$ cat config.mk
export PLATFORM = sky130hd
export DESIGN_NAME = lpfa_queue
export DESIGN_NICKNAME = d
export VERILOG_FILES = /design/src/design/lpfa_pkg.sv /design/src/design/lpfa_queue.sv
export SDC_FILE = /design/constraint.sdc
export NUM_CORES = 1
export LEC_CHECK = 0
export ABC_CLOCK_PERIOD_IN_PS = 15100
export BUFFER_PORTS_ARGS = -buffer_cell sky130_fd_sc_hd__buf_2
export CORE_AREA = 2 2 140 142
export DETAILED_ROUTE_END_ITERATION = 10
export DIE_AREA = 0 0 142 144
export PLACE_DENSITY_LB_ADDON = 0.2
export SLEW_MARGIN = 20
export SYNTH_ARGS = -nofsm -noshare
export SYNTH_HDL_FRONTEND = slang
export SYNTH_SLANG_ARGS = --single-unit
$ cat constraint.sdc
create_clock -name i_clk -period 15.1 [get_ports i_clk]
set_input_delay 3.02 -clock i_clk [delete_from_list [all_inputs] [get_ports i_clk]]
set_output_delay 3.02 -clock i_clk [all_outputs]
set_load 0.05 [all_outputs]
$ cat src/design/lpfa_pkg.sv
// ----------------------------------------------------------------------------
// Lennard-Jones pair force accumulator: shared package
// Widths, register indexes, reset values and the types that pass between
// the front end, the pair queue, the divider and the back end.
// ----------------------------------------------------------------------------
package lpfa_pkg;

    localparam int FRAC_BITS   = 16;
    localparam int POS_W       = 24;
    localparam int DATA_W      = 32;
    localparam int IDX_W       = 3;
    localparam int DISP_W      = POS_W + 2;
    localparam int FULL_W      = 2 * DISP_W + 2;
    localparam int DQ_W        = FULL_W - FRAC_BITS;
    localparam int ACC_W       = 48;
    localparam int DIVD_W      = 64;
    localparam int QUEUE_DEPTH = 2;

    localparam logic [ACC_W-1:0] LIM = {1'b0, {(ACC_W-1){1'b1}}};

    localparam logic [IDX_W-1:0] REG_BOX_LENGTH     = 3'd0;
    localparam logic [IDX_W-1:0] REG_CUTOFF_SQUARED = 3'd1;
    localparam logic [IDX_W-1:0] REG_SIGMA_SQUARED  = 3'd2;
    localparam logic [IDX_W-1:0] REG_ENERGY_SHIFT   = 3'd3;
    localparam logic [IDX_W-1:0] REG_FORCE_SCALE    = 3'd4;
    localparam logic [IDX_W-1:0] REG_ENERGY_SCALE   = 3'd5;

    localparam logic [POS_W-1:0]         RST_BOX_LENGTH     = 24'hFF_FFFF;
    localparam logic [DATA_W-1:0]        RST_CUTOFF_SQUARED = 32'd6553600;
    localparam logic [DATA_W-1:0]        RST_SIGMA_SQUARED  = 32'd65536;
    localparam logic signed [DATA_W-1:0] RST_ENERGY_SHIFT   = 32'sd0;
    localparam logic [DATA_W-1:0]        RST_FORCE_SCALE    = 32'd1572864;
    localparam logic [DATA_W-1:0]        RST_ENERGY_SCALE   = 32'd131072;

    typedef struct packed {
        logic [POS_W-1:0]         box_length;
        logic [DATA_W-1:0]        cutoff_squared;
        logic [DATA_W-1:0]        sigma_squared;
        logic signed [DATA_W-1:0] energy_shift;
        logic [DATA_W-1:0]        force_scale;
        logic [DATA_W-1:0]        energy_scale;
    } t_cfg;

    typedef struct packed {
        logic signed [DISP_W-1:0] d_x;
        logic signed [DISP_W-1:0] d_y;
        logic signed [DISP_W-1:0] d_z;
        logic [DQ_W-1:0]          dq;
        logic                     in_cutoff;
        logic                     last;
    } t_pair;

    typedef struct packed {
        logic              start;
        logic [DIVD_W-1:0] dividend;
        logic [DQ_W-1:0]   divisor;
    } t_div_req;

    typedef struct packed {
        logic              done;
        logic [DIVD_W-1:0] quotient;
    } t_div_rsp;

    typedef enum logic [3:0] {
        S_IDLE, S_DIV1, S_MSQ, S_M6, S_M12, S_ACC_E, S_DIV2,
        S_MFX, S_MFY, S_MFZ, S_EX, S_EY, S_EZ, S_EE, S_OUT
    } t_back_state;

endpackage

$ cat src/design/lpfa_queue.sv
// ----------------------------------------------------------------------------
// Lennard-Jones pair force accumulator: pair queue
// Small FIFO that decouples the front end from the back end.
// ----------------------------------------------------------------------------
module lpfa_queue #(
    parameter int DEPTH = lpfa_pkg::QUEUE_DEPTH
) (
    input  logic            i_clk,
    input  logic            i_rst_n,
    input  logic            i_push,
    input  lpfa_pkg::t_pair i_item,
    output logic            o_ready,
    output logic            o_valid,
    output lpfa_pkg::t_pair o_item,
    input  logic            i_pop
);
    import lpfa_pkg::*;

    localparam int PTR_W = (DEPTH > 1) ? $clog2(DEPTH) : 1;
    localparam int CNT_W = $clog2(DEPTH + 1);

    t_pair             r_mem [DEPTH];
    logic [PTR_W-1:0]  r_wr, r_rd;
    logic [CNT_W-1:0]  r_cnt;

    assign o_ready = r_cnt != CNT_W'(DEPTH);
    assign o_valid = r_cnt != '0;
    assign o_item  = r_mem[r_rd];

    always_ff @(posedge i_clk) begin
        if (!i_rst_n) begin
            r_wr  <= '0;
            r_rd  <= '0;
            r_cnt <= '0;
        end else begin
            if (i_push) begin
                r_wr <= (r_wr == PTR_W'(DEPTH - 1)) ? '0 : r_wr + 1'b1;
            end
            if (i_pop) begin
                r_rd <= (r_rd == PTR_W'(DEPTH - 1)) ? '0 : r_rd + 1'b1;
            end
            if (i_push && !i_pop) begin
                r_cnt <= r_cnt + 1'b1;
            end else if (i_pop && !i_push) begin
                r_cnt <= r_cnt - 1'b1;
            end
        end
    end

    always_ff @(posedge i_clk) begin
        if (i_push) begin
            r_mem[r_wr] <= i_item;
        end
    end

endmodule

==> results of run 1 <==
## cells by family after synthesis
kind of cell	synth area share (%)
buffers and inverters	1.07
DFF	81.7
and+or+nand+nor	0.640
muxes	16.0
adders and majority gates	0.142
xor gates and xnor gates	0.299
AOI/OAI and AO/OA	0.228
## metrics by stage
| step | hold slack (ns) | std cells |
|---|---|---|
| 6_report | 0.515 | 908 |
| 5_1_grt | 0.606 | 907 |
| 4_1_cts | 0.526 | 907 |
| 3_5_place_dp | 0.517 | 859 |
| 3_3_place_gp | 0.486 | 859 |
| 2_1_floorplan | 0.473 | 389 |
## worst register-to-register path: stages (launching register included)
cell,delay [ns]
dfxtp_1,0.39
and2_4,0.65
buf_4,0.84
## worst paths after layout
path | startpoint | slack, ns | endpoint
max | register | 9.20 | o_item[105]
max reg2reg | r_wr | 12.78 | r_mem[1][71]
min | r_cnt[1] | 0.52 | r_cnt[1]
min reg2reg | r_cnt[1] | 0.52 | r_cnt[1]
## power by group
group          switching, W  leakage, nW  total, W  internal [W]
combinational      0.000173         1.55  0.000246     0.0000728
sequential        0.0000145         2.26  0.000788      0.000774
clock              0.000239        0.403  0.000598      0.000359
total              0.000427         4.20   0.00163       0.00121
## flip-flops by register name, summed over array words and instances, names as in the netlist, named ones only
signal and flops:
r_wr 1, r_rd 1, r_cnt 2, r_mem 236
## layout by cell type, fill, tap and decap left out, types with 2 or more instances in the layout
cell,synthesis,layout
and2_1,4,3
buf_2,9,241
buf_4,0,4
bufinv_16,0,2
clkbuf_1,0,6
clkbuf_16,0,27
clkinv_1,0,7
clkinv_2,0,6
dfxtp_1,5,4
edfxtp_1,236,236
mux2_2,98,98
mux2_4,20,20
xor2_1,2,2
## cell type report
class / instances / area [um2]
Antenna cell: 1 / 2.50
Clock buffer: 33 / 698
Clock inverter: 15 / 116
Fill cell: 1481 / 8010
Inverter: 1 / 3.75
Multi-Input combinational cell: 134 / 1530
Sequential cell: 241 / 7190
Tap cell: 238 / 298
Timing Repair Buffer: 245 / 1240
## layer usage
metal	part of all wire, %	up-vias	track usage [%]
met3	8.9	28	5.63
met2	48	171	25.9
met4	2.0	0	4.47
met1	41	2166	19.0
met5	0	-	0
li1	-	2080	-
## cell usage after synthesis, drive strengths merged
master / number / area, um2
o21a: 1 / 7.51
xnor2: 1 / 8.76
or3: 1 / 6.26
buf: 13 / 90.1
o21ai: 1 / 5.00
nand2b: 1 / 6.26
inv: 1 / 3.75
mux2: 118 / 1400
dfxtp: 5 / 100
edfxtp: 236 / 7090
ha: 1 / 12.5
a21boi: 1 / 7.51
nor2b: 2 / 12.5
xor2: 2 / 17.5
or2: 1 / 6.26
and2: 4 / 25.0
==> key figures, run 1 <==
Timing
  – Clk_skew: 0.00659 ns
  – Pins Over Slew Limit: 0
  – Setup TNS: 0 ns
  – Slew HR: ~37%
  – Least-Margin Pin Slew: between 0.9 and 1 ns
  – Final setup fails: 0
  – Period utilisation layout: between 30% and 40%
  – Final min period: between 5 and 6 ns
  – Final hold vios: 0
  – Unrepaired setup endpoints after global routing: no
  – F_max: 169 MHz
  – Worst setup margin: a little over 9 ns

Worst setup path
  – Startpoint types: register
  – Crit path max fanout: 60
  – Crit path depth: 3
  – Slowest CP cell: dfxtp_4
  – Max incr delay on CP: just under 0.9 ns
  – Buf+Inv Stages, Crit Path: 2
  – Worst path required time: 12.08 ns
  – Worst Reg-to-Reg Cells: 2
  – Crit-path cells: buf_4, mux2_2, buf_2
  – Worst setup EP type: output port
  – Worst setup path class: reg -> out
  – CP delay by family, top: buffers and inverters
  – Arrival @ worst endpoint: approximately 2.9 ns

Global route
  – Initial antenna violation count: 2
  – First-pass GRT wire length: approximately 24 mm
  – GRT overflow: 0
  – Vias in the first global route: 4753
  – GRT Overall Usage: approximately 15%
  – Largest net degree at the start of global routing: 71

Place
  – Placed instance area: between 10000 and 15000 um2
  – I/O Buffers: about 240
  – Detailed-placement wirelength estimate: 10.7 mm
  – Final RePlAce weighted congestion: around 0.73
  – Setup WS pre-CTS: 9.64 ns

Finish
  – Final instance area: 11100 um2
  – Share of cells above drive strength 1: 60.1%
  – Number of nets in the layout: roughly 770
  – Final core occ: between 50% and 60%
  – P&R area growth vs syn: 25.8%

Drt
  – DR vias/cell: slightly below 5
  – Routed Antenna Nets: 0
  – Drt first pass iters: 5
  – # DRC: 0
  – Routed wire per std cell: between 15 and 20 um
  – Post-Route WL: 16.5 mm
  – Initial DRC Count: 190
  – Vias: between 4000 and 5000

Die
  – Die Width: 142 um
  – Die H: 144 um
  – IO Pins: about 240
  – CORE AREA: 19100 um2
  – Starting Density: between 40% and 50%
  – Cell Rows: 51
  – Die area: just over 20000 um2

Hold path
  – Hold path cells: 2
  – Worst hold path class: reg -> reg

Clock tree
  – H-tree levels: 1
  – CTS Buf Count: 26
  – Post-cts sizing count: 0
  – Clk buf depth: 3
  – Clk_lat worst skew: just over 0.5 ns
  – Post-CTS Setup Inserts: 0
  – Clock Pin Slew Worst Setup and Hold Paths: ~0.06 ns
  – Clk sinks: 241
  – TritonCTS clock tree: yes
  – CTS Hold Bufs: 0
  – Root buf cell: clkbuf_16

Logic synthesis
  – Syn avg cell area: roughly 23 um2
  – Syn nets: 512
  – Synth unique cells: 18
  – Post-synthesis register bit count: 241
  – Synth Instances: ~390
  – YS warnings: 0
  – Register area share after synthesis: 81.7%
  – Syn Std Cell Area: 8800 um2

Power and ir drop
  – Overall power of the completed layout: ~0.0016 W
  – Pleak: roughly 4.2 nW
  – VDD IR max: 0.000104 V
  – PwrDens: ~150 nW/um2

Run
  – Max cap viols: 0

Outcome
  – Outcome: finished, final reports clean
No activity file was read; power rests on OpenSTA's default activity.
==> inputs of run 2 (changes only) <==
--- a/config.mk
+++ b/config.mk
@@ -5,7 +5,8 @@
 export SDC_FILE = /design/constraint.sdc
 export NUM_CORES = 1
 export LEC_CHECK = 0
-export ABC_CLOCK_PERIOD_IN_PS = 15100
+export ABC_AREA = 1
+export ABC_CLOCK_PERIOD_IN_PS = 5300
 export BUFFER_PORTS_ARGS = -buffer_cell sky130_fd_sc_hd__buf_2
 export CORE_AREA = 2 2 140 142
 export DETAILED_ROUTE_END_ITERATION = 10
==> constraint.sdc (replaced) <==
create_clock -name i_clk -period 5.3 [get_ports i_clk]
set_input_delay 1.06 -clock i_clk [delete_from_list [all_inputs] [get_ports i_clk]]
set_output_delay 1.06 -clock i_clk [all_outputs]
set_load 0.05 [all_outputs]
==> run 2 against run 1 <==
  * Die area is the same
  * Cell area shrank 0.83%
  * Hold slack lost 0.0099 ns
  * Clock-buffer cell count shrank 4
  * Power grew to 2.7 times the previous value
  * Clock skew grew 0.0076 ns
  * Sequential power grew to 2.8 times the previous value
  * Global-route usage shrank 0.94 points
  * Synthesized area is essentially flat
  * Critical path type unchanged
  * Critical endpoint is now o_item[99]
==> key figures, run 2 <==
Timing
  – Unrepaired setup endpoints after global routing: no
  – Period utilisation layout: between 60% and 70%
  – Final setup fails: 0 (unchanged)
  – Final hold vios: 0 (unchanged)
  – Least-Margin Pin Slew: 0.944 ns (-0.00562 ns)
  – Setup TNS: 0 ns (unchanged)
  – Pins Over Slew Limit: 0 (unchanged)
  – Hold WS: 0.505 ns (-0.00994 ns)
  – F_max: 305 MHz
  – Clk_skew: 0.0142 ns (+0.00760 ns)
  – Slew HR: 37.1% (+0.37 points)
  – Final min period: ~3.3 ns

Worst setup path
  – Worst setup EP type: output port
  – Crit-path cells: buf_12, mux2_2, buf_2
  – Max incr delay on CP: 0.76 ns (-0.11 ns)
  – Worst setup path class: reg -> out
  – Reg-to-reg slack, setup: 3.33 ns (-9.45 ns)
  – Slowest CP cell: dfxtp_4
  – Startpoint types: register
  – Arrival @ worst endpoint: 2.22 ns (-0.66 ns)
  – Worst path required time: 4.24 ns (-7.84 ns)
  – Crit path max fanout: 44 (-27%)

Drt
  – Post-Route WL: 15.7 mm (-5.1%)
  – Routed wire per std cell: 17.2 um (-5.6%)
  – Vias: 4465 (+0.45%)
  – Initial DRC Count: 171 (-10%)
  – Routed Antenna Nets: 0 (unchanged)
  – # DRC: 0 (unchanged)
  – DR vias/cell: 4.89 (-0.10%)
  – Drt first pass iters: 4 (-1)

Die
  – Die H: 144 um (unchanged)
  – Starting Density: 46.2% (about the same)
  – CORE AREA: 19100 um2 (unchanged)
  – IO Pins: 242 (unchanged)
  – Cell Rows: 51 (unchanged)
  – Die Width: 142 um (unchanged)
  – Die area: 20400 um2 (unchanged)

Clock tree
  – Clk sinks: 241 (unchanged)
  – Clk buf depth: 3 (unchanged)
  – TritonCTS clock tree: yes
  – CTS Hold Bufs: 0 (unchanged)
  – Clock Pin Slew Worst Setup and Hold Paths: 0.06 ns (about the same)
  – H-tree levels: 1 (unchanged)
  – Post-cts sizing count: 0 (unchanged)
  – Root buf cell: clkbuf_16
  – Clk_lat worst skew: 0.50 ns (about the same)
  – Post-CTS Setup Inserts: 0 (unchanged)
  – CTS Buf Count: 24 (-7.7%)

Global route
  – GRT Overall Usage: 14.5% (-0.94 points)
  – GRT overflow: 0 (unchanged)
  – First-pass GRT wire length: 23.2 mm (-4.4%)
  – Vias in the first global route: 4718 (-0.74%)
  – Initial antenna violation count: 1 (-1)
  – Largest net degree at the start of global routing: 84 (+18%)

Finish
  – Largest register FFs: 236 (unchanged)
  – Final Non-Filler Cells: 913 (+0.55%)
  – Share of cells above drive strength 1: 58.5% (-1.5 points)
  – Most frequent cells in the layout: 241 x buf_2, 236 x edfxtp_1, 98 x mux2_2
  – Number of nets in the layout: 785 (+1.7%)
  – Commonest non-fill, non-tap cell in the layout: buf_2
  – Largest Register: r_mem
  – Top flop regs: r_mem: 236 flops, r_cnt: 2 flops
  – P&R area growth vs syn: 24.7%

Place
  – Dpl cells: 873 (+1.6%)
  – I/O Buffers: 241 (unchanged)
  – Final RePlAce weighted congestion: 0.733 (+0.45%)
  – Detailed-placement wirelength estimate: 10.3 mm (-3.2%)

Logic synthesis
  – FFs w/ async S/R, synth: 0% (unchanged)
  – Register area share after synthesis: 81.6% (about the same)
  – YS warnings: 0 (unchanged)
  – Most frequent cell after synthesis: edfxtp_1
  – Area contributors post-synth: edfxtp_1 80%, mux2_2 13%, mux2_4 3.4%
  – Ys flop type: edfxtp_1
  – Post-synthesis register bit count: 241 (unchanged)
  – Top-area cell type share of the netlist area: 80.5% (about the same)
  – Number of synthesized flops with an enable pin: 236 (unchanged)
  – Syn Std Cell Area: 8810 um2 (about the same)
  – Syn avg cell area: 21.9 um2 (-3.1%)
  – Synth Instances: 402 (+3.3%)
  – Post-synth top cells: 236 x edfxtp_1, 98 x mux2_2, 20 x mux2_4
  – Synth unique cells: 14 (-4)
  – Syn nets: 525 (+2.5%)
  – Area leader, netlist: edfxtp_1

Power and ir drop
  – Pleak: 4.18 nW (-0.56%)
  – VDD IR max: 0.000305 V (+190%)
  – PwrDens: 395 nW/um2 (+170%)
  – Overall power of the completed layout: 0.00434 W (+170%)

Outcome
  – Outcome: finished, final reports clean

Hold path
  – Worst hold path class: reg -> reg

Run
  – Max cap viols: 0 (unchanged)
run 2: path summary, 6_finish.rpt:
| path | depth (start not counted) | startpoint | end |
|---|---|---|---|
| setup / recovery | 3 | register | o_item[99] |
| hold / removal | 2 | r_rd | r_rd |
| setup reg to reg | 3 | r_wr | r_mem[1][10] |
| hold reg to reg | 2 | r_rd | r_rd |
run 2: cell families after synthesis:
logic type | count (synthesis) | share of synthesized area (%)
buffers and inverters | 21 | 1.36
adder cells (fa/ha/maj) | 1 | 0.142
flip-flops | 241 | 81.6
multiplexers | 118 | 15.9
AND/OR/NAND/NOR | 19 | 0.852
AO/OA/AOI/OAI | 2 | 0.114
run 2: area by class of cell:
type	instances	area, um2
diodes	2	5.00
clock buffers	29	641
clock inverters	8	31.3
fillers	1462	8100
inverters	8	32.5
multi-input cells	140	1510
flip-flops and latches	241	7190
well taps	238	298
repair buffers	247	1280
run 2: per-stage QoR:
step	worst slack [ns]	cell area, um2	util [%]
after floorplan	0.719	8810	-
after global placement	2.19	10300	53.9
after detailed placement	2.12	10300	53.9
after CTS	1.59	11000	57.4
after global routing	1.92	11000	57.6
final	2.02	11000	57.6
run 2: critical path, delay by kind of cell (launching register included):
| kind | cells | cell delay [ns] |
|---|---|---|
| flops | 1 | 0.76 |
| buf+inv | 2 | 0.53 |
| mux | 1 | 0.38 |
run 2: report_power, final:
part / switching (W) / leakage, nW / internal, W
sequential: 0.0000329 / 2.26 / 0.00221
clock: 0.000622 / 0.328 / 0.000843
combinational: 0.000446 / 1.60 / 0.000183
run 2: layer usage:
metal  vias up  wire length, um  GRT usage [%]
li1       2098                -              -
met1      2171             6220           16.6
met2       165             7800           25.7
met3        31             1270           4.60
met4         0              389           5.16
met5         -                0              0
