==> src/design/lpfa_pkg.sv <==
// ----------------------------------------------------------------------------
// Lennard-Jones pair force accumulator: shared package
// Widths, register indexes, reset values and the types that pass between
// the front end, the pair queue, the divider and the back end.
// ----------------------------------------------------------------------------
package lpfa_pkg;

    localparam int FRAC_BITS   = 16;
    localparam int POS_W       = 24;
    localparam int DATA_W      = 32;
    localparam int IDX_W       = 3;
    localparam int DISP_W      = POS_W + 2;
    localparam int FULL_W      = 2 * DISP_W + 2;
    localparam int DQ_W        = FULL_W - FRAC_BITS;
    localparam int ACC_W       = 48;
    localparam int DIVD_W      = 64;
    localparam int QUEUE_DEPTH = 2;

    localparam logic [ACC_W-1:0] LIM = {1'b0, {(ACC_W-1){1'b1}}};

    localparam logic [IDX_W-1:0] REG_BOX_LENGTH     = 3'd0;
    localparam logic [IDX_W-1:0] REG_CUTOFF_SQUARED = 3'd1;
    localparam logic [IDX_W-1:0] REG_SIGMA_SQUARED  = 3'd2;
    localparam logic [IDX_W-1:0] REG_ENERGY_SHIFT   = 3'd3;
    localparam logic [IDX_W-1:0] REG_FORCE_SCALE    = 3'd4;
    localparam logic [IDX_W-1:0] REG_ENERGY_SCALE   = 3'd5;

    localparam logic [POS_W-1:0]         RST_BOX_LENGTH     = 24'hFF_FFFF;
    localparam logic [DATA_W-1:0]        RST_CUTOFF_SQUARED = 32'd6553600;
    localparam logic [DATA_W-1:0]        RST_SIGMA_SQUARED  = 32'd65536;
    localparam logic signed [DATA_W-1:0] RST_ENERGY_SHIFT   = 32'sd0;
    localparam logic [DATA_W-1:0]        RST_FORCE_SCALE    = 32'd1572864;
    localparam logic [DATA_W-1:0]        RST_ENERGY_SCALE   = 32'd131072;

    typedef struct packed {
        logic [POS_W-1:0]         box_length;
        logic [DATA_W-1:0]        cutoff_squared;
        logic [DATA_W-1:0]        sigma_squared;
        logic signed [DATA_W-1:0] energy_shift;
        logic [DATA_W-1:0]        force_scale;
        logic [DATA_W-1:0]        energy_scale;
    } t_cfg;

    typedef struct packed {
        logic signed [DISP_W-1:0] d_x;
        logic signed [DISP_W-1:0] d_y;
        logic signed [DISP_W-1:0] d_z;
        logic [DQ_W-1:0]          dq;
        logic                     in_cutoff;
        logic                     last;
    } t_pair;

    typedef struct packed {
        logic              start;
        logic [DIVD_W-1:0] dividend;
        logic [DQ_W-1:0]   divisor;
    } t_div_req;

    typedef struct packed {
        logic              done;
        logic [DIVD_W-1:0] quotient;
    } t_div_rsp;

    typedef enum logic [3:0] {
        S_IDLE, S_DIV1, S_MSQ, S_M6, S_M12, S_ACC_E, S_DIV2,
        S_MFX, S_MFY, S_MFZ, S_EX, S_EY, S_EZ, S_EE, S_OUT
    } t_back_state;

endpackage

==> src/design/lpfa_divu.sv <==
// ----------------------------------------------------------------------------
// Lennard-Jones pair force accumulator: divider
// Restoring unsigned divider, one quotient bit per cycle.
// ----------------------------------------------------------------------------
module lpfa_divu (
    input  logic               i_clk,
    input  logic               i_rst_n,
    input  lpfa_pkg::t_div_req i_req,
    output lpfa_pkg::t_div_rsp o_rsp
);
    import lpfa_pkg::*;

    localparam int CNT_W = $clog2(DIVD_W);

    logic                r_busy, n_busy;
    logic                r_done, n_done;
    logic [CNT_W-1:0]    r_cnt, n_cnt;
    logic [DQ_W-1:0]     r_rem, n_rem;
    logic [DQ_W-1:0]     r_div, n_div;
    logic [DIVD_W-1:0]   r_quo, n_quo;
    logic [DQ_W:0]       w_trial;
    logic                w_ge;
    logic [DQ_W:0]       w_diff;

    assign w_trial = {r_rem, r_quo[DIVD_W-1]};
    assign w_ge    = w_trial >= {1'b0, r_div};
    assign w_diff  = w_ge ? (w_trial - {1'b0, r_div}) : w_trial;

    always_comb begin
        n_busy = r_busy;
        n_done = 1'b0;
        n_cnt  = r_cnt;
        n_rem  = r_rem;
        n_div  = r_div;
        n_quo  = r_quo;
        if (i_req.start) begin
            n_busy = 1'b1;
            n_cnt  = '0;
            n_rem  = '0;
            n_div  = i_req.divisor;
            n_quo  = i_req.dividend;
        end else if (r_busy) begin
            n_rem = w_diff[DQ_W-1:0];
            n_quo = {r_quo[DIVD_W-2:0], w_ge};
            n_cnt = r_cnt + 1'b1;
            if (r_cnt == CNT_W'(DIVD_W - 1)) begin
                n_busy = 1'b0;
                n_done = 1'b1;
            end
        end
    end

    always_ff @(posedge i_clk) begin
        if (!i_rst_n) begin
            r_busy <= 1'b0;
            r_done <= 1'b0;
            r_cnt  <= '0;
        end else begin
            r_busy <= n_busy;
            r_done <= n_done;
            r_cnt  <= n_cnt;
        end
    end

    always_ff @(posedge i_clk) begin
        r_rem <= n_rem;
        r_div <= n_div;
        r_quo <= n_quo;
    end

    assign o_rsp.done     = r_done;
    assign o_rsp.quotient = r_quo;

    a_no_start_busy: assert property (@(posedge i_clk) disable iff (!i_rst_n)
        i_req.start |-> !r_busy)
        else $error("divider started while busy");

    a_done_idle: assert property (@(posedge i_clk) disable iff (!i_rst_n)
        r_done |-> !r_busy)
        else $error("divider reports done while still busy");

endmodule

==> config.mk <==
export PLATFORM = sky130hd
export DESIGN_NAME = lpfa_divu
export DESIGN_NICKNAME = d
export VERILOG_FILES = /design/src/design/lpfa_pkg.sv /design/src/design/lpfa_divu.sv
export SDC_FILE = /design/constraint.sdc
export NUM_CORES = 1
export LEC_CHECK = 0
export BUFFER_PORTS_ARGS = -buffer_cell sky130_fd_sc_hd__clkbuf_2
export CAP_MARGIN = 20
export CORE_MARGIN = 10
export CORE_UTILIZATION = 40
export DETAILED_ROUTE_END_ITERATION = 7
export HOLD_SLACK_MARGIN = 0.1
export PLACE_DENSITY = 0.66
export REMOVE_ABC_BUFFERS = 1
export SYNTH_ARGS = -nofsm -noshare
export SYNTH_HDL_FRONTEND = slang
export SYNTH_SLANG_ARGS = --single-unit
==> constraint.sdc <==
create_clock -name i_clk -period 3.9 [get_ports i_clk]
set_clock_uncertainty 0.05 [all_clocks]
set_input_delay 0.195 -clock i_clk [delete_from_list [all_inputs] [get_ports i_clk]]
set_output_delay 0.195 -clock i_clk [all_outputs]
set_load 0.1 [all_outputs]
==> run_results.csv, run 1 <==
group,metric,value,unit
worst_setup_path,r2r_start,"r_quo[63]$_DFFE_PP_",
yosys,ys_warn_count,0,
power,pwr-share-comb,30.6,%
placed_design,dpl.hpwl,15400,µm
die,rows,51,
worst_hold_path,min_path_type,"input pin to register",
clock_network,clock_path_buffers,2,
timing,finalCritPeriodShare,84.5,%
clock_network,cts_made_buffers,17,
detailed_routing,drc,0,
die,die_h,162,µm
clock_network,cts_tree,"yes",
clock_network,clkSinkCount,148,
detailed_routing,vias,6604,
timing,setup-violations-final,0,
worst_hold_path,holdPathStages,4,
detailed_routing,drt_iter0_markers,259,
yosys,synth_seq_cells,148,
detailed_routing,drt.antenna.violating_nets,0,
power,p_sw,1.90,mW
timing,period_needed,3.29,ns
worst_setup_path,crit_slowest_cell,"edfxtp_1",
power,ir_worst_vdd,0.000291,V
worst_setup_path,ff2ff_setup_slack,0.61,ns
worst_setup_path,cp_cell_sequence,"inv_1, ha_1, inv_1, fa_1, a21oi_1, o21ai_0, a22o_1, o21ba_2, o22ai_2, o211a_1, mux2i_1, o21ai_0, a311oi_1",
die,coreArea,19700,µm²
yosys,synth_cells,744,
worst_setup_path,cp-start-kind,"register",
die,die_x,162,µm
die,die_area,26300,µm²
yosys,synth.avg_cell_area,10.9,µm²
clock_network,post-cts-setup-buffers,0,
detailed_routing,dr.pass1.iters,6,
final_layout,multiInputGateArea,3760,µm²
worst_setup_path,critPathKind,"register to register",
yosys,async_flop_share,0,%
global_routing,grt.total_usage,17.2,%
global_routing,grt.overflow.total,0,
power,internal-power,3.19,mW
die,num_io_pins,170,
timing,max-slew-margin-rel,33.6,%
yosys,ys_seq_area_share,49.2,%
power,finalPower,5.08,mW
power,powerDensity,471,nW/µm²
yosys,synth_edf_count,102,
power,leakagePower,4.56,nW
power,p_sw_share,37.3,%
final_layout,area_growth,33.5,%
worst_setup_path,end_kind,"register",
timing,rsz0062_at_grt,"false",
clock_network,clk_pin_slew,0.07,ns
worst_hold_path,hold_start,"i_req[102]",
timing,timing.final.ws_setup,0.606,ns
global_routing,grt_pass1_wl,36600,µm
timing,finalHoldViolations,0,
clock_network,hold_buffers,103,
detailed_routing,routedWlPerCell,17.7,µm
worst_setup_path,worstSetupStartpoint,"r_quo[63]$_DFFE_PP_",
placed_design,dp_cells,1151,
final_layout,final_cells,1287,
yosys,synthFlopType,"edfxtp_1",
final_layout,regArea,3990,µm²
timing,fmax,0.304,GHz
worst_setup_path,critical_path.max_stage_delay,0.42,ns
clock_network,htreeDepth,4,
global_routing,grt_antenna_before_repair,1,
final_layout,final_util,54.9,%
worst_setup_path,crit_arrival,3.58,ns
detailed_routing,viasPerCell,5.13,
worst_setup_path,critPathRequiredTime,4.18,ns
clock_network,clk_latency,0.43,ns
yosys,netlist_area,8090,µm²
timing,finalMaxSlewViolations,0,
clock_network,cts-root-buf,"clkbuf_16",
clock_network,ctsResizeCount,0,
die,start_util,41.2,%
worst_hold_path,holdPathEnd,"r_rem[6]$_SDFFE_PP0P_",
timing,worst_pin_slew,0.992,ns
final_layout,fin_area,10800,µm²
power,pwr-share-seq,38.0,%
power,clock_power_share,31.4,%
placed_design,port_buffers,169,
placed_design,placed_cell_area,9210,µm²
worst_setup_path,reg2reg_depth,13,
final_layout,nFillCells,1760,
detailed_routing,drt-total-wl,22700,µm
global_routing,grt_max_degree,140,
worst_setup_path,reg2reg_to,"r_rem[36]$_SDFFE_PP0P_",
global_routing,first_global_vias,6850,
worst_setup_path,critical_path.max_fanout,5,
final_layout,fin_nets,1153,
job,cap_viol_max_count,0,
placed_design,gp_congestion,0.862,
yosys,synthDistinctLibCells,65,
status,status,"finished clean",
placed_design,dp_slack,0.673,ns
final_layout,drive_gt1_share,28.2,%
-- cells in the final DEF (no fill, tap or decap), drive strengths merged, types with 7 or more instances in the layout --
| cell | netlist | final |
|---|---|---|
| nand4 | 7 | 7 |
| edfxtp | 102 | 102 |
| o21ai | 29 | 29 |
| inv | 54 | 64 |
| nand3 | 10 | 10 |
| a21oi | 47 | 47 |
| nor2 | 55 | 55 |
| a211oi | 28 | 28 |
| a21o | 14 | 14 |
| nand2 | 53 | 53 |
| dfxtp | 46 | 46 |
| mux2 | 64 | 64 |
| mux2i | 25 | 25 |
| clkbuf | 24 | 186 |
| nor3 | 14 | 14 |
| ha | 39 | 39 |
| xor2 | 16 | 16 |
| xnor2 | 19 | 19 |
| buf | 10 | 8 |
| dlygate4sd3 | 0 | 103 |
-- worst max path at each step --
stage	endpoint	slack (ns)	cells past startpoint
after floorplan	r_rem[24]$_SDFFE_PP0P_	-0.88	11
after global placement	r_rem[20]$_SDFFE_PP0P_	0.78	12
after detailed placement	r_rem[36]$_SDFFE_PP0P_	0.67	13
after CTS	r_rem[36]$_SDFFE_PP0P_	0.64	13
after global routing	r_rem[36]$_SDFFE_PP0P_	0.40	13
final	r_rem[36]$_SDFFE_PP0P_	0.61	13
-- cells by family after synthesis --
kind of cell    synth area share, %
compound gates                 14.2
xor+xnor                       3.79
fa+ha+maj                      6.28
buf+inv                        4.47
flops                          49.2
mux                            12.0
simple gates                   9.99
-- routing by layer --
layer	routed length [µm]	vias up	track usage, %	share of wire, %
li1	-	3273	-	-
met2	10300	225	26.9	45
met1	10100	3086	21.5	44
met3	2060	20	7.10	9.0
met4	286	0	4.80	1.3
met5	0	-	0	0
-- synth_stat cells (all sizes together) (5+ instances only) --
cell type	n	share of area (%)
edfxtp	102	38
a21oi	47	3.0
xor2	16	1.7
and2	6	0.46
mux2i	25	3.1
nand4	7	0.54
nand2	53	2.5
nor2	55	2.6
nand2b	6	0.46
xnor2	19	2.1
a21o	14	1.3
a211oi	28	2.7
nand3	10	0.62
inv	54	2.5
nor3	14	0.87
buf	10	0.79
nor3b	5	0.53
clkbuf	24	1.1
dfxtp	46	11
o21ai	29	1.8
o21a	5	0.46
ha	39	6.0
mux2	64	8.9
-- worst max-delay path, delay by kind of cell (launching register included) --
family | cells | cell delay [ns]
flops | 1 | 0.42
mux | 1 | 0.20
compound gates | 8 | 1.83
buf+inv | 2 | 0.13
fa+ha+maj | 2 | 0.56
-- stage by stage --
step,TNS [ns],hold slack (ns)
after floorplan,-26.40,0.210
after global placement,0,0.323
after detailed placement,0,0.324
after CTS,0,0.244
after global routing,0,0.280
final,0,0.263
-- layout make-up --
type | instances | area share (%)
multi-input cells | 507 | 34.8
clock buffers | 18 | 3.97
clock inverters | 14 | 1.22
repair buffers | 279 | 18.1
diodes | 1 | 0.0232
inverters | 55 | 1.91
flip-flops and latches | 148 | 36.9
well taps | 265 | 3.07
-- power by group through the flow --
stage | sequential (mW) | clock, mW | combinational (mW)
final | 1.93 | 1.60 | 1.55
after global routing | 1.95 | 1.70 | 1.66
after CTS | 1.93 | 1.64 | 1.55
after detailed placement | 1.96 | 0 | 1.46
after global placement | 1.96 | 0 | 1.45
after floorplan | 2.46 | 0 | 0.624
-- flip-flops by register name, indices dropped and copies added (netlist names) --
| register | flops |
|---|---|
| r_quo | 64 |
| r_div | 38 |
| r_rem | 38 |
| r_cnt | 6 |
| r_busy | 1 |
| r_done | 1 |
Power figures use the tool's default switching activity.
==> inputs of run 2 (changes only) <==
--- a/config.mk
+++ b/config.mk
@@ -11,7 +11,7 @@
 export CORE_UTILIZATION = 40
 export DETAILED_ROUTE_END_ITERATION = 7
 export HOLD_SLACK_MARGIN = 0.1
-export PLACE_DENSITY = 0.66
+export PLACE_DENSITY = 0.69
 export REMOVE_ABC_BUFFERS = 1
 export SYNTH_ARGS = -nofsm -noshare
 export SYNTH_HDL_FRONTEND = slang
==> constraint.sdc (replaced) <==
create_clock -name i_clk -period 2.95 [get_ports i_clk]
set_clock_uncertainty 0.05 [all_clocks]
set_input_delay 0.1475 -clock i_clk [delete_from_list [all_inputs] [get_ports i_clk]]
set_output_delay 0.1475 -clock i_clk [all_outputs]
set_load 0.1 [all_outputs]
==> run_results.csv, run 2 (synthesis gave the netlist of run 1 again) <==
group,metric,value,unit
status,status,"finished clean",
final_layout,final_common_cell,"clkbuf_2",
timing,max-slew-margin-rel,61.2,%
power,ir_worst_vdd,0.000454,V
die,coreArea,19700,µm²
detailed_routing,vias,6827,
worst_setup_path,worstSetupStartpoint,"r_div[0]$_DFFE_PP_",
global_routing,grt.total_usage,17.7,%
detailed_routing,drt.antenna.violating_nets,0,
worst_setup_path,path_buf_inv,2,
power,internal-power,4.63,mW
worst_setup_path,cpLargestDelayFamily,"compound AO/OA/AOI/OAI gates",
clock_network,clkSinkCount,148,
worst_setup_path,crit_arrival,3.15,ns
global_routing,first_global_vias,7177,
worst_setup_path,cp-start-kind,"register",
die,start_util,41.2,%
detailed_routing,drt-total-wl,23300,µm
detailed_routing,drt_iter0_markers,325,
die,num_io_pins,170,
clock_network,cts_made_buffers,17,
timing,setup-violations-final,0,
power,pwr-share-seq,36.0,%
die,die_x,162,µm
worst_hold_path,min_path_type,"input pin to register",
power,powerDensity,628,nW/µm²
detailed_routing,dr.pass1.iters,5,
timing,rsz0062_at_grt,"true",
die,die_area,26300,µm²
power,leakagePower,4.74,nW
final_layout,area_growth,40.0,%
worst_setup_path,end_kind,"register",
detailed_routing,viasPerCell,5.17,
worst_setup_path,r2r_start,"r_div[0]$_DFFE_PP_",
job,cap_viol_max_count,0,
final_layout,regArea,3990,µm²
timing,holdWs,0.385,ns
placed_design,port_buffers,169,
power,p_sw,2.49,mW
timing,worst_pin_slew,0.579,ns
timing,fin_tns_setup,0,ns
final_layout,fin_nets,1185,
clock_network,clk_latency,0.44,ns
worst_setup_path,critical_path.max_fanout,9,
global_routing,grt_pass1_wl,37800,µm
clock_network,clock_path_buffers,2,
detailed_routing,routedWlPerCell,17.6,µm
worst_setup_path,crit_slowest_cell,"edfxtp_1",
global_routing,grt_max_degree,61,
clock_network,htreeDepth,4,
die,die_h,162,µm
detailed_routing,drc,0,
power,clock_power_share,32.9,%
placed_design,gp_congestion,0.893,
timing,period_needed,2.85,ns
die,rows,51,
timing,finalMaxSlewViolations,0,
worst_setup_path,critical_path.max_stage_delay,0.39,ns
final_layout,top_register,"r_quo",
final_layout,nFillCells,1659,
clock_network,cts_tree,"yes",
placed_design,dpl.hpwl,16100,µm
final_layout,drive_gt1_share,32.5,%
final_layout,final_util,57.6,%
global_routing,grt_antenna_before_repair,4,
clock_network,clk_pin_slew,0.07,ns
power,pwr-share-comb,31.1,%
final_layout,reg_top3,"r_quo (64), r_div (38), r_rem (38)",
timing,fmax,0.351,GHz
worst_setup_path,cp_cell_sequence,"ha_2, buf_4, nor2b_4, o2111ai_2, a211o_1, a21oi_2, a211oi_2, or2_4, o21a_4, buf_6, a31o_2, a311oi_2",
worst_hold_path,hold_start,"i_req[19]",
final_layout,multiInputGateArea,3950,µm²
final_layout,mostFrequentLayoutCells,"clkbuf_2 (168), dlygate4sd3_1 (105), edfxtp_1 (102), mux2_2 (64), nor2_1 (55)",
global_routing,grt.overflow.total,0,
worst_setup_path,critPathKind,"register to register",
worst_setup_path,critPathRequiredTime,3.25,ns
power,p_sw_share,35.0,%
timing,finalCritPeriodShare,96.5,%
final_layout,largest_reg_flops,64,
clock_network,cts-root-buf,"clkbuf_16",
timing,finalHoldViolations,0,
## run 2: cell type report
class	instances	share of cell area [%]
multi-input cells	507	34.9
clock inverters	14	1.76
diodes	4	0.0884
flip-flops and latches	148	35.2
well taps	265	2.93
inverters	55	1.82
clock buffers	17	3.76
repair buffers	311	19.6
## run 2: worst paths after layout
check	endpoint	slack [ns]	cells past startpoint
max	r_rem[34]$_SDFFE_PP0P_	0.10	12
min	r_div[19]$_DFFE_PP_	0.39	2
max reg2reg	r_rem[34]$_SDFFE_PP0P_	0.10	12
min reg2reg	r_rem[6]$_SDFFE_PP0P_	0.43	2
## run 2: power by group through the flow
stage	Sequential, mW	Combinational, mW	Clock [mW]
finish	2.56	2.21	2.34
global route	2.58	2.37	2.46
CTS	2.55	2.14	2.40
detailed placement	2.59	2.00	0
global placement	2.58	1.99	0
floorplan	3.25	0.825	0
## run 2: metrics by stage
stage | power, mW | std cells | cell area (µm²) | setup slack [ns]
2_1_floorplan | 4.08 | 710 | 7940 | -1.83
3_3_place_gp | 4.58 | 1177 | 9410 | 0.00210
3_5_place_dp | 4.59 | 1177 | 9410 | -0.0494
4_1_cts | 7.09 | 1314 | 11100 | 0.00629
5_1_grt | 7.42 | 1321 | 11300 | -0.0182
6_report | 7.12 | 1321 | 11300 | 0.103
## run 2: per-layer routing
layer | vias to the layer above | track usage (%) | part of all wire (%)
met2 | 275 | 27.7 | 46
met4 | 0 | 6.08 | 1.7
li1 | 3337 | - | -
met3 | 28 | 6.98 | 9.1
met5 | - | 0 | 0
met1 | 3187 | 21.9 | 43
## run 2: repair_timing
item                                    CTS  global route
pin swaps                                 2            13
setup buffers                             1             3
hold endpoints to repair                112             0
hold buffers                            105             0
resized for setup                         4            35
endpoints found under the setup margin    5            39
