--- config.mk ---
export PLATFORM = sky130hd
export DESIGN_NAME = lpfa_back
export DESIGN_NICKNAME = d
export VERILOG_FILES = /design/src/design/lpfa_pkg.sv /design/src/design/lpfa_back.sv
export SDC_FILE = /design/constraint.sdc
export NUM_CORES = 2
export LEC_CHECK = 0
export BUFFER_PORTS_ARGS = -buffer_cell sky130_fd_sc_hd__buf_2
export CAP_MARGIN = 20
export CORE_MARGIN = 5
export CORE_UTILIZATION = 46
export CTS_CLUSTER_DIAMETER = 120
export CTS_CLUSTER_SIZE = 25
export DETAILED_ROUTE_END_ITERATION = 8
export GPL_ROUTABILITY_DRIVEN = 0
export PLACE_DENSITY = 0.67
export SETUP_SLACK_MARGIN = 0.15
export SLEW_MARGIN = 20
export SYNTH_ARGS = -nofsm -noshare
export SYNTH_HDL_FRONTEND = slang
export SYNTH_SLANG_ARGS = --single-unit
--- constraint.sdc ---
create_clock -name i_clk -period 33.6 [get_ports i_clk]
set_clock_uncertainty 0.1 [all_clocks]
set_input_delay 6.72 -clock i_clk [delete_from_list [all_inputs] [get_ports i_clk]]
set_output_delay 6.72 -clock i_clk [all_outputs]
set_load 0.02 [all_outputs]
--- src/design/lpfa_pkg.sv ---
// ----------------------------------------------------------------------------
// Lennard-Jones pair force accumulator: shared package
// Widths, register indexes, reset values and the types that pass between
// the front end, the pair queue, the divider and the back end.
// ----------------------------------------------------------------------------
package lpfa_pkg;

    localparam int FRAC_BITS   = 16;
    localparam int POS_W       = 24;
    localparam int DATA_W      = 32;
    localparam int IDX_W       = 3;
    localparam int DISP_W      = POS_W + 2;
    localparam int FULL_W      = 2 * DISP_W + 2;
    localparam int DQ_W        = FULL_W - FRAC_BITS;
    localparam int ACC_W       = 48;
    localparam int DIVD_W      = 64;
    localparam int QUEUE_DEPTH = 2;

    localparam logic [ACC_W-1:0] LIM = {1'b0, {(ACC_W-1){1'b1}}};

    localparam logic [IDX_W-1:0] REG_BOX_LENGTH     = 3'd0;
    localparam logic [IDX_W-1:0] REG_CUTOFF_SQUARED = 3'd1;
    localparam logic [IDX_W-1:0] REG_SIGMA_SQUARED  = 3'd2;
    localparam logic [IDX_W-1:0] REG_ENERGY_SHIFT   = 3'd3;
    localparam logic [IDX_W-1:0] REG_FORCE_SCALE    = 3'd4;
    localparam logic [IDX_W-1:0] REG_ENERGY_SCALE   = 3'd5;

    localparam logic [POS_W-1:0]         RST_BOX_LENGTH     = 24'hFF_FFFF;
    localparam logic [DATA_W-1:0]        RST_CUTOFF_SQUARED = 32'd6553600;
    localparam logic [DATA_W-1:0]        RST_SIGMA_SQUARED  = 32'd65536;
    localparam logic signed [DATA_W-1:0] RST_ENERGY_SHIFT   = 32'sd0;
    localparam logic [DATA_W-1:0]        RST_FORCE_SCALE    = 32'd1572864;
    localparam logic [DATA_W-1:0]        RST_ENERGY_SCALE   = 32'd131072;

    typedef struct packed {
        logic [POS_W-1:0]         box_length;
        logic [DATA_W-1:0]        cutoff_squared;
        logic [DATA_W-1:0]        sigma_squared;
        logic signed [DATA_W-1:0] energy_shift;
        logic [DATA_W-1:0]        force_scale;
        logic [DATA_W-1:0]        energy_scale;
    } t_cfg;

    typedef struct packed {
        logic signed [DISP_W-1:0] d_x;
        logic signed [DISP_W-1:0] d_y;
        logic signed [DISP_W-1:0] d_z;
        logic [DQ_W-1:0]          dq;
        logic                     in_cutoff;
        logic                     last;
    } t_pair;

    typedef struct packed {
        logic              start;
        logic [DIVD_W-1:0] dividend;
        logic [DQ_W-1:0]   divisor;
    } t_div_req;

    typedef struct packed {
        logic              done;
        logic [DIVD_W-1:0] quotient;
    } t_div_rsp;

    typedef enum logic [3:0] {
        S_IDLE, S_DIV1, S_MSQ, S_M6, S_M12, S_ACC_E, S_DIV2,
        S_MFX, S_MFY, S_MFZ, S_EX, S_EY, S_EZ, S_EE, S_OUT
    } t_back_state;

endpackage

--- src/design/lpfa_back.sv ---
// ----------------------------------------------------------------------------
// Lennard-Jones pair force accumulator: back end
// Sequencer that evaluates one pair with the shared divider and a
// four-step multiplier, accumulates, and produces the scaled results.
// ----------------------------------------------------------------------------
module lpfa_back (
    input  logic                              i_clk,
    input  logic                              i_rst_n,
    input  logic                              i_pair_valid,
    input  lpfa_pkg::t_pair                   i_pair,
    output logic                              o_pair_pop,
    input  lpfa_pkg::t_cfg                    i_cfg,
    output lpfa_pkg::t_div_req                o_div_req,
    input  lpfa_pkg::t_div_rsp                i_div_rsp,
    output logic                              o_valid,
    input  logic                              i_ready,
    output logic signed [lpfa_pkg::DATA_W-1:0] o_force_x,
    output logic signed [lpfa_pkg::DATA_W-1:0] o_force_y,
    output logic signed [lpfa_pkg::DATA_W-1:0] o_force_z,
    output logic signed [lpfa_pkg::DATA_W-1:0] o_energy_part
);
    import lpfa_pkg::*;

    localparam int HALF = ACC_W / 2;

    function automatic logic [ACC_W-1:0] mag_acc(input logic signed [ACC_W-1:0] v);
        return v[ACC_W-1] ? $unsigned(-v) : $unsigned(v);
    endfunction

    function automatic logic [ACC_W-1:0] mag_disp(input logic signed [DISP_W-1:0] v);
        return v[DISP_W-1] ? ACC_W'($unsigned(-v)) : ACC_W'($unsigned(v));
    endfunction

    function automatic logic signed [ACC_W:0] with_sign(
        input logic [ACC_W-1:0] m,
        input logic             neg
    );
        logic signed [ACC_W:0] p;
        p = $signed({1'b0, m});
        return neg ? -p : p;
    endfunction

    function automatic logic signed [ACC_W-1:0] sat_acc(input logic signed [ACC_W+1:0] s);
        if (s[ACC_W+1:ACC_W-1] == 3'b000 || s[ACC_W+1:ACC_W-1] == 3'b111) begin
            return s[ACC_W-1:0];
        end
        return s[ACC_W+1] ? {1'b1, {(ACC_W-1){1'b0}}} : {1'b0, {(ACC_W-1){1'b1}}};
    endfunction

    function automatic logic signed [DATA_W-1:0] sat_out(input logic signed [ACC_W:0] v);
        if (&v[ACC_W:DATA_W-1] || ~|v[ACC_W:DATA_W-1]) begin
            return v[DATA_W-1:0];
        end
        return v[ACC_W] ? {1'b1, {(DATA_W-1){1'b0}}} : {1'b0, {(DATA_W-1){1'b1}}};
    endfunction

    function automatic logic [ACC_W-1:0] clamp_quo(input logic [DIVD_W-1:0] q);
        return (q > DIVD_W'(LIM)) ? LIM : q[ACC_W-1:0];
    endfunction

    t_back_state               r_state, n_state;
    logic signed [DISP_W-1:0]  r_dx, r_dy, r_dz, n_dx, n_dy, n_dz;
    logic [DQ_W-1:0]           r_dq, n_dq;
    logic                      r_last, n_last;
    logic [ACC_W-1:0]          r_sr2, n_sr2, r_t, n_t, r_sr6, n_sr6, r_sr12, n_sr12;
    logic [ACC_W-1:0]          r_fm, n_fm;
    logic                      r_neg, n_neg;
    logic signed [ACC_W-1:0]   r_fx, r_fy, r_fz, r_e, n_fx, n_fy, n_fz, n_e;
    logic signed [DATA_W-1:0]  r_rx, r_ry, r_rz, r_re, n_rx, n_ry, n_rz, n_re;
    logic signed [DATA_W-1:0]  r_ox, r_oy, r_oz, r_oe, n_ox, n_oy, n_oz, n_oe;
    logic                      r_o_valid, n_o_valid;
    logic [1:0]                r_mcnt, n_mcnt;
    logic [2*ACC_W-1:0]        r_macc, n_macc;

    logic [ACC_W-1:0]          w_ma, w_mb;
    logic [HALF-1:0]           w_pa, w_pb;
    logic [ACC_W-1:0]          w_pp;
    logic [2*ACC_W-1:0]        w_pp_sh;
    logic [2*ACC_W-FRAC_BITS-1:0] w_mhi;
    logic [ACC_W-1:0]          w_mres;
    logic                      w_in_mul;
    logic                      w_mlast;
    logic                      w_out_free;
    logic signed [ACC_W+1:0]   w_energy;
    logic signed [ACC_W+1:0]   w_num;
    logic [ACC_W+1:0]          w_nm;

    assign w_in_mul = (r_state == S_MSQ) || (r_state == S_M6) || (r_state == S_M12)
                   || (r_state == S_MFX) || (r_state == S_MFY) || (r_state == S_MFZ)
                   || (r_state == S_EX)  || (r_state == S_EY)  || (r_state == S_EZ)
                   || (r_state == S_EE);
    assign w_mlast    = r_mcnt == 2'd3;
    assign w_out_free = !r_o_valid || i_ready;

    // Operand selection for the shared multiplier.
    always_comb begin
        unique case (r_state)
            S_MSQ:   begin w_ma = r_sr2;      w_mb = r_sr2;  end
            S_M6:    begin w_ma = r_t;        w_mb = r_sr2;  end
            S_M12:   begin w_ma = r_sr6;      w_mb = r_sr6;  end
            S_MFX:   begin w_ma = r_fm;       w_mb = mag_disp(r_dx); end
            S_MFY:   begin w_ma = r_fm;       w_mb = mag_disp(r_dy); end
            S_MFZ:   begin w_ma = r_fm;       w_mb = mag_disp(r_dz); end
            S_EX:    begin w_ma = mag_acc(r_fx); w_mb = ACC_W'(i_cfg.force_scale);  end
            S_EY:    begin w_ma = mag_acc(r_fy); w_mb = ACC_W'(i_cfg.force_scale);  end
            S_EZ:    begin w_ma = mag_acc(r_fz); w_mb = ACC_W'(i_cfg.force_scale);  end
            S_EE:    begin w_ma = mag_acc(r_e);  w_mb = ACC_W'(i_cfg.energy_scale); end
            default: begin w_ma = '0;         w_mb = '0;     end
        endcase
    end

    // One half-width partial product per cycle, low halves first.
    assign w_pa = r_mcnt[1] ? w_ma[ACC_W-1:HALF] : w_ma[HALF-1:0];
    assign w_pb = r_mcnt[0] ? w_mb[ACC_W-1:HALF] : w_mb[HALF-1:0];
    assign w_pp = w_pa * w_pb;

    always_comb begin
        unique case (r_mcnt)
            2'd0:    w_pp_sh = (2*ACC_W)'(w_pp);
            2'd3:    w_pp_sh = (2*ACC_W)'(w_pp) << ACC_W;
            default: w_pp_sh = (2*ACC_W)'(w_pp) << HALF;
        endcase
    end

    assign n_macc = ((r_mcnt == 2'd0) ? '0 : r_macc) + w_pp_sh;
    assign w_mhi  = n_macc[2*ACC_W-1:FRAC_BITS];
    assign w_mres = (w_mhi > (2*ACC_W-FRAC_BITS)'(LIM)) ? LIM : w_mhi[ACC_W-1:0];
    assign n_mcnt = w_in_mul ? r_mcnt + 1'b1 : 2'd0;

    assign w_energy = $signed({2'b00, r_sr12}) - $signed({2'b00, r_sr6})
                    - (ACC_W+2)'(i_cfg.energy_shift);
    assign w_num    = $signed({1'b0, r_sr12, 1'b0}) - $signed({2'b00, r_sr6});
    assign w_nm     = w_num[ACC_W+1] ? $unsigned(-w_num) : $unsigned(w_num);

    always_comb begin
        n_state   = r_state;
        n_dx      = r_dx;
        n_dy      = r_dy;
        n_dz      = r_dz;
        n_dq      = r_dq;
        n_last    = r_last;
        n_sr2     = r_sr2;
        n_t       = r_t;
        n_sr6     = r_sr6;
        n_sr12    = r_sr12;
        n_fm      = r_fm;
        n_neg     = r_neg;
        n_fx      = r_fx;
        n_fy      = r_fy;
        n_fz      = r_fz;
        n_e       = r_e;
        n_rx      = r_rx;
        n_ry      = r_ry;
        n_rz      = r_rz;
        n_re      = r_re;
        n_ox      = r_ox;
        n_oy      = r_oy;
        n_oz      = r_oz;
        n_oe      = r_oe;
        n_o_valid = r_o_valid && !i_ready;
        o_pair_pop         = 1'b0;
        o_div_req.start    = 1'b0;
        o_div_req.dividend = DIVD_W'(i_cfg.sigma_squared) << FRAC_BITS;
        o_div_req.divisor  = i_pair.dq;

        unique case (r_state)
            S_IDLE: begin
                if (i_pair_valid) begin
                    o_pair_pop = 1'b1;
                    n_dx   = i_pair.d_x;
                    n_dy   = i_pair.d_y;
                    n_dz   = i_pair.d_z;
                    n_dq   = i_pair.dq;
                    n_last = i_pair.last;
                    if (i_pair.in_cutoff) begin
                        if (i_pair.dq == '0) begin
                            n_sr2   = LIM;
                            n_state = S_MSQ;
                        end else begin
                            o_div_req.start = 1'b1;
                            n_state = S_DIV1;
                        end
                    end else if (i_pair.last) begin
                        n_state = S_EX;
                    end
                end
            end
            S_DIV1: begin
                if (i_div_rsp.done) begin
                    n_sr2   = clamp_quo(i_div_rsp.quotient);
                    n_state = S_MSQ;
                end
            end
            S_MSQ: begin
                if (w_mlast) begin
                    n_t     = w_mres;
                    n_state = S_M6;
                end
            end
            S_M6: begin
                if (w_mlast) begin
                    n_sr6   = w_mres;
                    n_state = S_M12;
                end
            end
            S_M12: begin
                if (w_mlast) begin
                    n_sr12  = w_mres;
                    n_state = S_ACC_E;
                end
            end
            S_ACC_E: begin
                n_e   = sat_acc((ACC_W+2)'(r_e) + (ACC_W+2)'(sat_acc(w_energy)));
                n_neg = w_num[ACC_W+1];
                if (r_dq == '0) begin
                    n_fm    = (w_num == '0) ? '0 : LIM;
                    n_state = S_MFX;
                end else begin
                    o_div_req.start    = 1'b1;
                    o_div_req.dividend = DIVD_W'(w_nm) << FRAC_BITS;
                    o_div_req.divisor  = r_dq;
                    n_state = S_DIV2;
                end
            end
            S_DIV2: begin
                if (i_div_rsp.done) begin
                    n_fm    = clamp_quo(i_div_rsp.quotient);
                    n_state = S_MFX;
                end
            end
            S_MFX: begin
                if (w_mlast) begin
                    n_fx = sat_acc((ACC_W+2)'(r_fx)
                         + (ACC_W+2)'(with_sign(w_mres, r_neg ^ r_dx[DISP_W-1])));
                    n_state = S_MFY;
                end
            end
            S_MFY: begin
                if (w_mlast) begin
                    n_fy = sat_acc((ACC_W+2)'(r_fy)
                         + (ACC_W+2)'(with_sign(w_mres, r_neg ^ r_dy[DISP_W-1])));
                    n_state = S_MFZ;
                end
            end
            S_MFZ: begin
                if (w_mlast) begin
                    n_fz = sat_acc((ACC_W+2)'(r_fz)
                         + (ACC_W+2)'(with_sign(w_mres, r_neg ^ r_dz[DISP_W-1])));
                    n_state = r_last ? S_EX : S_IDLE;
                end
            end
            S_EX: begin
                if (w_mlast) begin
                    n_rx    = sat_out(with_sign(w_mres, r_fx[ACC_W-1]));
                    n_state = S_EY;
                end
            end
            S_EY: begin
                if (w_mlast) begin
                    n_ry    = sat_out(with_sign(w_mres, r_fy[ACC_W-1]));
                    n_state = S_EZ;
                end
            end
            S_EZ: begin
                if (w_mlast) begin
                    n_rz    = sat_out(with_sign(w_mres, r_fz[ACC_W-1]));
                    n_state = S_EE;
                end
            end
            S_EE: begin
                if (w_mlast) begin
                    n_re    = sat_out(with_sign(w_mres, r_e[ACC_W-1]));
                    n_state = S_OUT;
                end
            end
            S_OUT: begin
                if (w_out_free) begin
                    n_ox      = r_rx;
                    n_oy      = r_ry;
                    n_oz      = r_rz;
                    n_oe      = r_re;
                    n_o_valid = 1'b1;
                    n_fx      = '0;
                    n_fy      = '0;
                    n_fz      = '0;
                    n_e       = '0;
                    n_state   = S_IDLE;
                end
            end
            default: begin
                n_state = S_IDLE;
            end
        endcase
    end

    always_ff @(posedge i_clk) begin
        if (!i_rst_n) begin
            r_state   <= S_IDLE;
            r_mcnt    <= 2'd0;
            r_o_valid <= 1'b0;
            r_fx      <= '0;
            r_fy      <= '0;
            r_fz      <= '0;
            r_e       <= '0;
        end else begin
            r_state   <= n_state;
            r_mcnt    <= n_mcnt;
            r_o_valid <= n_o_valid;
            r_fx      <= n_fx;
            r_fy      <= n_fy;
            r_fz      <= n_fz;
            r_e       <= n_e;
        end
    end

    always_ff @(posedge i_clk) begin
        r_dx   <= n_dx;
        r_dy   <= n_dy;
        r_dz   <= n_dz;
        r_dq   <= n_dq;
        r_last <= n_last;
        r_sr2  <= n_sr2;
        r_t    <= n_t;
        r_sr6  <= n_sr6;
        r_sr12 <= n_sr12;
        r_fm   <= n_fm;
        r_neg  <= n_neg;
        r_rx   <= n_rx;
        r_ry   <= n_ry;
        r_rz   <= n_rz;
        r_re   <= n_re;
        r_ox   <= n_ox;
        r_oy   <= n_oy;
        r_oz   <= n_oz;
        r_oe   <= n_oe;
        r_macc <= n_macc;
    end

    assign o_valid       = r_o_valid;
    assign o_force_x     = r_ox;
    assign o_force_y     = r_oy;
    assign o_force_z     = r_oz;
    assign o_energy_part = r_oe;

    a_mcnt_idle: assert property (@(posedge i_clk) disable iff (!i_rst_n)
        !w_in_mul |-> r_mcnt == 2'd0)
        else $error("multiplier step count left running outside a multiply");

    a_sums_cleared: assert property (@(posedge i_clk) disable iff (!i_rst_n)
        (r_state == S_OUT && w_out_free)
        |=> (r_fx == '0 && r_fy == '0 && r_fz == '0 && r_e == '0 && r_o_valid))
        else $error("sums not cleared when the result was loaded");

    a_valid_from_out: assert property (@(posedge i_clk) disable iff (!i_rst_n)
        $rose(r_o_valid) |-> $past(r_state) == S_OUT)
        else $error("result raised outside the output step");

endmodule

==> results.json <==
{
  "cts_buffer_depth": 3,
  "async_flop_share_pct": 0,
  "grt_use_total_pct": 33.1,
  "area_growth_syn_to_layout_pct": 8.35,
  "cts_tree": "yes",
  "synth.area.top_cells": "edfxtp_1 21%, fa_1 11%, ha_1 8.6%, dfxtp_1 6.6%, nand2_1 5.2%",
  "worstSetupPathType": "in2reg",
  "synthesis.area_mm2": 0.0898,
  "finalCritPeriodShare_pct": 90.4,
  "grt_pass1_vias": 81500,
  "synth_ff_type": "edfxtp_1",
  "synth_warnings": 0,
  "wl_per_cell_um": 26.3,
  "synth_top_area_share_pct": 20.5,
  "drv_cap": 0,
  "drc_errors": 0,
  "setup_viol_count_final": 0,
  "cp-endpoint": "r_fy[1]",
  "clock_latency_ns": 0.75,
  "worst_slew_pin_slew_ns": 1.29,
  "startpoint": "i_cfg[10]",
  "cts_resized": 0,
  "drt-total-wl_mm": 352,
  "grt_antenna_before_repair": 34,
  "io_buffers": 531,
  "cp-start-kind": "input pin",
  "synth_seq_cells": 909,
  "max_freq_mhz": 32.9,
  "synth.most_common_cell": "nand2_1",
  "fill_cells": 18300,
  "coreArea_mm2": 0.195,
  "synth_cell_type_count": 115,
  "drt_pre_antenna_iters": 9,
  "r2r-end": "r_fy[1]",
  "row_count": 162,
  "chipHeight_um": 452,
  "syn_inst": 10500,
  "finalSetupTns_ns": 0,
  "cts_root_buf": "clkbuf_16",
  "critPathRequiredTime_ns": 34.13,
  "r2r_slack_ns": 6.48,
  "via_count": 85600,
  "max_slew_margin_pct": 14.0,
  "dp_hpwl_mm": 272,
  "design_area_mm2": 0.0973,
  "final_core_util_pct": 50.0,
  "globalRouteOverflowTotal": 0,
  "drv_slew": 0,
  "io_pins": 604,
  "fin_crit_ns": 30.38,
  "cts_hold_buf": 0,
  "crit_top_cell": "a21oi_1",
  "worst_path_max_delay_cell": "a2111oi_0",
  "min_path_type": "reg2reg",
  "htreeDepth": 2,
  "r2r_cells": 89,
  "yosysTopAreaCell": "edfxtp_1",
  "viasPerCell": 6.40,
  "cp_max_fo": 47,
  "ys_seq_area_share_pct": 27.1,
  "synth_edf_count": 614,
  "drtIter0Drc": 11400,
  "outcome": "complete, no violations",
  "worstPathArrival_ns": 30.92,
  "place_area_mm2": 0.0957,
  "die_x_um": 452,
  "cts_setup_buffers": 0,
  "antenna_left": 0,
  "rsz0062_at_grt": "false",
  "initial_core_util_pct": 46.1,
  "syn_avg_cell_area_um2": 8.54,
  "dieArea_mm2": 0.204,
  "cts.sinks": 909,
  "slowest_delay_ns": 0.82,
  "clk_pin_slew_ns": 0.12,
  "finalHoldViolations": 0,
  "endpoint_kind": "register",
  "grt_pass1_wl_mm": 516,
  "cts-buffers-inserted": 47,
  "drive_above_1_share_pct": 9.68,
  "nets": 12300,
  "r2r-start": "r_fx[5]",
  "synth_commonest_cells": "1237 x nand2_1, 903 x inv_1, 717 x a21oi_1",
  "grt_max_degree": 119
}
## sequential cells by signal, indices dropped and copies added (netlist names), 32 cells and up
| signal | count |
|---|---|
| r_fz | 48 |
| r_rz | 32 |
| o_energy_part | 32 |
| r_sr12 | 48 |
| o_force_x | 32 |
| r_rx | 32 |
| o_force_z | 32 |
| r_sr2 | 48 |
| r_dq | 38 |
| r_t | 48 |
| r_sr6 | 48 |
| r_ry | 32 |
| o_force_y | 32 |
| r_re | 32 |
| r_fm | 48 |
| r_fy | 48 |
| r_macc | 96 |
| r_e | 48 |
| r_fx | 48 |
## layout make-up
class / instances / area (um^2) / share of cell area (%)
inverter: 918 / 3450 / 3.55
timing repair buffer: 735 / 4190 / 4.31
tap: 2542 / 3180 / 3.27
clock buffer: 71 / 1290 / 1.32
antenna: 15 / 37.5 / 0.0386
sequential: 909 / 24400 / 25.0
clock inverter: 17 / 244 / 0.251
multi-input combinational: 8165 / 60500 / 62.2
## through the flow
stage / worst slack [ns] / std cells / hold slack (ns)
3_3_place_gp: 4.04 / 13300 / 0.305
4_1_cts: 4.26 / 13400 / 0.317
5_1_grt: 2.58 / 13400 / 0.322
3_5_place_dp: 3.66 / 13300 / 0.305
2_1_floorplan: 8.16 / 10500 / 0.300
6_report: 3.22 / 13400 / 0.313
## layer usage
layer / GRT usage (%) / share of wire (%) / vias up
li1: - / - / 37500
met1: 42.5 / 38 / 41200
met2: 49.0 / 42 / 5605
met3: 10.7 / 14 / 1252
met4: 18.9 / 7.0 / 26
met5: 0.163 / 0.061 / -
## worst min-delay path by stage
stage	from	to	cells past startpoint	slack [ns]
detailed placement	r_rz[19]	o_force_z[19]	0	0.30
finish	r_rx[2]	o_force_x[2]	0	0.31
floorplan	r_re[0]	o_energy_part[0]	0	0.30
CTS	r_rx[2]	o_force_x[2]	0	0.32
global route	r_rx[2]	o_force_x[2]	0	0.32
global placement	r_ry[26]	o_force_y[26]	0	0.30
## cells in the final DEF (no fill, tap or decap), drive strengths merged, types with 91 or more instances in the layout
| cell type | instances |
|---|---|
| a211oi | 134 |
| a21o | 261 |
| a21oi | 720 |
| a221oi | 127 |
| a22oi | 113 |
| and2 | 168 |
| buf | 735 |
| dfxtp | 295 |
| edfxtp | 614 |
| fa | 490 |
| ha | 619 |
| inv | 918 |
| nand2 | 1238 |
| nand2b | 162 |
| nand3 | 171 |
| nor2 | 710 |
| nor2b | 174 |
| nor3 | 246 |
| nor4 | 91 |
| o21a | 98 |
| o21ai | 529 |
| o31ai | 111 |
| or3 | 132 |
| xnor2 | 471 |
| xor2 | 346 |
## kinds of logic (layout without fill, tap and decap cells)
family | after synthesis | count (layout) | share of synthesized area, %
AO/OA/AOI/OAI | 2709 | 2709 | 19.9
XOR/XNOR | 817 | 817 | 7.99
adder cells (fa/ha/maj) | 1110 | 1110 | 19.6
buffers and inverters | 1462 | 1741 | 6.27
flip-flops | 909 | 909 | 27.1
multiplexers | 76 | 76 | 0.913
other | 1 | 36 | 0.00418
AND/OR/NAND/NOR | 3432 | 3432 | 18.3
## worst max-delay path: cells and delay by family
family	cells	cell delay [ns]
XOR/XNOR	2	0.74
AND/OR/NAND/NOR	25	7.41
buffers and inverters	10	1.91
adder cells (fa/ha/maj)	11	4.63
AO/OA/AOI/OAI	34	9.35
Power is left out: the tool's default activity adds up to more than one toggle a clock period on the data nets, which glitch-free logic cannot reach.
